### config.mk
export PLATFORM = sky130hd
export DESIGN_NAME = ata_div
export DESIGN_NICKNAME = d
export VERILOG_FILES = /design/src/hdl/ata_pkg.sv /design/src/hdl/ata_div.sv
export SDC_FILE = /design/constraint.sdc
export NUM_CORES = 2
export LEC_CHECK = 0
export BUFFER_PORTS_ARGS = -buffer_cell sky130_fd_sc_hd__buf_2
export CAP_MARGIN = 10
export CORE_ASPECT_RATIO = 1.4
export CORE_MARGIN = 2
export CORE_UTILIZATION = 45
export CTS_CLUSTER_SIZE = 8
export DETAILED_ROUTE_END_ITERATION = 10
export PLACE_DENSITY = 0.59
export SYNTH_ARGS = -nofsm -noshare
export SYNTH_HDL_FRONTEND = slang
export SYNTH_SLANG_ARGS = --single-unit
### constraint.sdc
create_clock -name clk -period 5.11 [get_ports clk]
set_input_delay 1.022 -clock clk [delete_from_list [all_inputs] [get_ports clk]]
set_output_delay 1.022 -clock clk [all_outputs]
set_load 0.1 [all_outputs]
### src/hdl/ata_pkg.sv
// Package for the animation track advance unit.
// Holds widths, register and finish codes, the side-band struct and the keyframe helper.
// No dependencies.
`timescale 1ns / 1ps
package ata_pkg;

  localparam int FRAC_BITS = 16;
  localparam int IDX_BITS  = 16;
  localparam int TIME_BITS = 2 * FRAC_BITS;
  localparam int FRAC_W    = FRAC_BITS + 1;
  localparam int RATE_W    = FRAC_BITS + 8;
  localparam int CFG_W     = RATE_W;
  localparam int CFG_IDX_W = 3;
  localparam int QUO_BITS  = FRAC_BITS + 2;
  localparam int NUM_W     = TIME_BITS + QUO_BITS;
  localparam int DEN_W     = TIME_BITS + 1;
  localparam int BLEND_W   = FRAC_BITS + 4;
  localparam int ONE       = 1 << FRAC_BITS;
  localparam logic signed [BLEND_W-1:0] ONE_S = BLEND_W'(ONE);

  typedef enum logic [CFG_IDX_W-1:0] {
    REG_ANIM_START,
    REG_ANIM_END,
    REG_FRAME_RATE,
    REG_PLAY_SPEED,
    REG_LOOP_ENABLE,
    REG_ANIM_PRESENT
  } cfg_reg_t;

  typedef enum logic [1:0] {
    FIN_DIRECT,
    FIN_MOD,
    FIN_NEGMOD,
    FIN_BLEND
  } fin_mode_t;

  typedef struct packed {
    fin_mode_t                   mode;
    logic [TIME_BITS-1:0]        frame;
    logic [DEN_W-1:0]            bound;
    logic signed [BLEND_W-1:0]   beg;
    logic                        dneg;
    logic [IDX_BITS-1:0]         pre;
    logic [IDX_BITS-1:0]         post;
    logic [IDX_BITS-1:0]         a;
    logic [IDX_BITS-1:0]         b;
    logic [TIME_BITS-1:0]        trans;
  } ata_side_t;

  typedef struct packed {
    logic [IDX_BITS-1:0]  a;
    logic [IDX_BITS-1:0]  b;
    logic [FRAC_BITS-1:0] f;
  } ata_keys_t;

  function automatic ata_keys_t derive_keys(input logic [TIME_BITS-1:0] frame,
                                            input logic [IDX_BITS-1:0] start,
                                            input logic [IDX_BITS-1:0] eff_end,
                                            input logic present);
    ata_keys_t k;
    logic [IDX_BITS:0] sa;
    logic [IDX_BITS:0] sb;
    sa = {1'b0, start} + (IDX_BITS+1)'(frame[TIME_BITS-1:FRAC_BITS]);
    sb = sa + (IDX_BITS+1)'(|frame[FRAC_BITS-1:0]);
    k.a = (sa > {1'b0, eff_end}) ? start : sa[IDX_BITS-1:0];
    k.b = (sb > {1'b0, eff_end}) ? start : sb[IDX_BITS-1:0];
    k.f = frame[FRAC_BITS-1:0];
    if (!present) begin
      k = '0;
    end
    return k;
  endfunction

endpackage

### src/hdl/ata_div.sv
// Pipelined restoring divider, one quotient bit per stage, with side-band payload.
// Depends on ata_pkg.
`timescale 1ns / 1ps
module ata_div (
  input  logic                      clk,
  input  logic                      rst,
  input  logic                      en,
  input  logic                      in_valid,
  input  logic [ata_pkg::NUM_W-1:0] num,
  input  logic [ata_pkg::DEN_W-1:0] den,
  input  ata_pkg::ata_side_t        side,
  output logic                      out_valid,
  output logic [ata_pkg::QUO_BITS-1:0] quo,
  output logic [ata_pkg::DEN_W-1:0] rmd,
  output ata_pkg::ata_side_t        side_out
);
  import ata_pkg::*;

  logic [QUO_BITS:0]    vld;
  logic [NUM_W-1:0]     r     [QUO_BITS+1];
  logic [QUO_BITS-1:0]  q     [QUO_BITS+1];
  logic [DEN_W-1:0]     dv    [QUO_BITS+1];
  ata_side_t            sd    [QUO_BITS+1];

  assign vld[0] = in_valid;
  assign r[0]   = num;
  assign q[0]   = '0;
  assign dv[0]  = den;
  assign sd[0]  = side;

  for (genvar k = 0; k < QUO_BITS; k++) begin : g_stage
    localparam int SH = QUO_BITS - 1 - k;
    logic [NUM_W:0] trial;
    logic           ge;

    always_comb begin
      trial = {1'b0, r[k]} - (((NUM_W+1)'(dv[k])) << SH);
      ge    = !trial[NUM_W];
    end

    always_ff @(posedge clk) begin
      if (rst) begin
        vld[k+1] <= 1'b0;
      end else if (en) begin
        vld[k+1] <= vld[k];
      end
    end

    always_ff @(posedge clk) begin
      if (en) begin
        r[k+1]  <= ge ? trial[NUM_W-1:0] : r[k];
        q[k+1]  <= {q[k][QUO_BITS-2:0], ge};
        dv[k+1] <= dv[k];
        sd[k+1] <= sd[k];
      end
    end
  end

  assign out_valid = vld[QUO_BITS];
  assign quo       = q[QUO_BITS];
  assign rmd       = r[QUO_BITS][DEN_W-1:0];
  assign side_out  = sd[QUO_BITS];

endmodule

==> results_dict.tcl <==
set metrics [dict create \
    ys_ff_latch 4945 \
    globalRouteTotalUtil 0.170 \
    required_ns 5.83 \
    dp.final_hpwl_microns 261000 \
    initial_core_util 0.451 \
    path_max_fanout 50 \
    synthTopCellsByArea "edfxtp_1 77%, ha_1 3.9%, a21oi_1 1.8%" \
    min_period_over_period 0.884 \
    critPathKind "reg -> reg" \
    maxCapViolations 0 \
    end_kind "flop" \
    synth_common_cells "4,927 x edfxtp_1, 753 x inv_1, 711 x a21oi_1" \
    clk_pin_slew_ns 0.05 \
    dr.pass1.iters 6 \
    wire_per_inst_microns 20.3 \
    synth.most_common_cell "edfxtp_1" \
    io_buffers 506 \
    synth_area_sq_mm 0.192 \
    crit_path_end "r[204]$_DFFE_PP_" \
    die_area_sq_mm 0.433 \
    drt_iter0_drc 5772 \
    ys_warn_count 0 \
    ios 507 \
    rr_startpoint "dv[165]$_DFFE_PP_" \
    min_from "side[177]" \
    r2r_cells 12 \
    synth_top_area_share 0.769 \
    worst_ir_drop_vdd_v 0.000349 \
    synth_nets 12727 \
    ant_nets 0 \
    rrSetupSlack_ns 0.59 \
    grt_pass1_wl_microns 572000 \
    viasPerCell 5.18 \
    fin_util 0.517 \
    numCtsBuffers 690 \
    maxSlewViolCount 0 \
    hold_path.class "in -> reg" \
    first_global_vias 100973 \
    synth_edf_count 4927 \
    setup_viol 0 \
    seqCellArea_sq_mm 0.148 \
    timing.critical_path.cells "ha_1 -> inv_1 -> fa_1 -> a211oi_2 -> o21ai_1 -> a311oi_1 -> buf_4 -> a21oi_1 -> a311oi_2 -> nand2_1 -> buf_4 -> a21oi_1" \
    worstSkewPairLatency_ns 1.05 \
    h-tree-depth 6 \
    routed_wl_microns 374000 \
    seq_area_frac_synth 0.771 \
    cts_tree "built" \
    startpoint "dv[165]$_DFFE_PP_" \
    rows 284 \
    synth_top_cell_by_area "edfxtp_1" \
    slew_headroom 0.245 \
    drc 0 \
    grt_max_degree 158 \
    rsz0062_at_grt "no" \
    root_buffer "clkbuf_16" \
    core-area_sq_mm 0.426 \
    syn2layout_area_growth_pct 14.5 \
    holdBufCountCts 0 \
    fin_skew_ns 0.0953 \
    fin_nets 13670 \
    worstMarginPinSlew_ns 1.10 \
    layout-drive-gt1-share 0.130 \
    multi_input_area_sq_mm 0.0386 \
    antenna_found_initial 19 \
    tns_ns 0 \
    cts_buffer_depth 4 \
    power_density_mw_per_mm2 548 \
    whs_ns 0.153 \
    arrival_ns 5.24 \
    p_leak_nw 81.0 \
    fp.dieW_microns 557 \
    worst_path_max_delay_cell "a21oi_1" \
    clock-sinks 4945 \
    die_h_microns 778 \
    routabilityCongestion 0.921 \
    post_synth_num_cell_types 112 \
    vias 95531 \
    cts_setup_buffers 0 \
    postSynthCellCount 11844 \
    fmax_mhz 221 \
    ys_async_sr_fraction 0 \
    finalCriticalPeriod_ns 4.52 \
    crit_path_start_kind "flop" \
    synthFlopType "edfxtp_1" \
    status "finished, final reports clean" \
    hold_viol_final 0 \
    post_cts_resized 0 \
    gr-total-overflow 0 \
    r2r_end "r[204]$_DFFE_PP_" \
    avgSynthCellArea_sq_um 16.2 \
    max_stage_delay_ns 0.62 \
    fill_cells 34304 \
]
[where the power goes]
| part | total, mW | internal (mW) | leakage, nW | switching [mW] |
|---|---|---|---|---|
| clock | 40.1 | 24.1 | 9.15 | 16.0 |
| combinational | 26.8 | 10.3 | 23.6 | 16.5 |
| sequential | 54.0 | 51.1 | 48.2 | 2.84 |
[per-stage QoR]
stage	cell area, sq um	std cells	worst slack (ns)	total power [mW]
after floorplan	192000	11844	1.37	72.8
after global placement	202000	17672	0.551	81.0
after detailed placement	202000	17672	0.462	81.4
after CTS	220000	18454	0.598	122
after global routing	220000	18455	0.450	127
final	220000	18458	0.594	121
[area by class of cell]
| cell class | instances | area share |
|---|---|---|
| well taps | 5577 | 0.0317 |
| inverters | 758 | 0.0129 |
| clock inverters | 58 | 0.00635 |
| repair buffers | 712 | 0.0218 |
| diodes | 4 | 0.0000454 |
| flip-flops and latches | 4945 | 0.673 |
| multi-input cells | 5680 | 0.175 |
| clock buffers | 724 | 0.0794 |
[critical path, delay by kind of cell, from the launching register on]
kind / cells / cell delay, ns
buf+inv: 3 / 0.58
compound gates: 6 / 2.12
flops: 1 / 0.57
fa+ha+maj: 2 / 0.68
simple gates: 1 / 0.22
[sequential cells by signal, indices dropped and copies added, names as in the netlist]
name	flops
vld	17
sd	3128
q	153
rmd	33
quo	18
out_valid	1
dv	561
r	850
side_out	184
[layout by cell type, fill, tap and decap left out, types with 18 or more instances in the layout]
cell / n
a211oi_1: 64
a21boi_0: 26
a21o_1: 290
a21oi_1: 711
a31oi_1: 70
and2_1: 34
and3_1: 46
buf_12: 58
buf_2: 505
buf_4: 149
clkbuf_1: 29
clkbuf_16: 695
clkinv_16: 36
dfxtp_1: 18
edfxtp_1: 4927
fa_1: 18
ha_1: 594
inv_1: 753
mux2_2: 89
mux2i_1: 23
nand2_1: 680
nand2b_1: 95
nand3_1: 122
nand4_1: 89
nor2_1: 594
nor2b_1: 89
nor3_1: 111
nor4_1: 48
o211ai_1: 31
o21a_1: 84
o21ai_0: 563
o21ai_1: 32
o21bai_1: 80
o31a_1: 23
o31ai_1: 59
or2_2: 20
or3_1: 36
xnor2_1: 321
xor2_1: 295
[worst min-delay path by stage]
stage	end	slack [ns]	cells after the start
6_report	sd[3305]$_DFFE_PP_	0.15	1
5_1_grt	sd[3254]$_DFFE_PP_	0.06	1
4_1_cts	r[866]$_DFFE_PP_	0.02	1
3_5_place_dp	q[113]$_DFFE_PP_	0.40	0
3_3_place_gp	sd[1838]$_DFFE_PP_	0.40	0
2_1_floorplan	q[100]$_DFFE_PP_	0.40	0
[per-layer routing]
layer / up-vias / GRT usage / wire length (microns) / share of wire
li1: 46005 / - / - / -
met1: 46418 / 0.183 / 139000 / 0.37
met2: 2155 / 0.311 / 197000 / 0.53
met3: 949 / 0.0269 / 14000 / 0.037
met4: 4 / 0.105 / 23800 / 0.064
met5: - / 0 / 27 / 0.000072
[cells by family after synthesis]
family                     Yosys count  synth area share
adders and majority gates          612            0.0405
DFF                               4945             0.771
muxes                              121           0.00703
AOI/OAI and AO/OA                 2273            0.0747
xor gates and xnor gates           616            0.0280
and+or+nand+nor                   2058            0.0500
buffers and inverters             1219            0.0291
No activity file was read; power rests on OpenSTA's default activity.
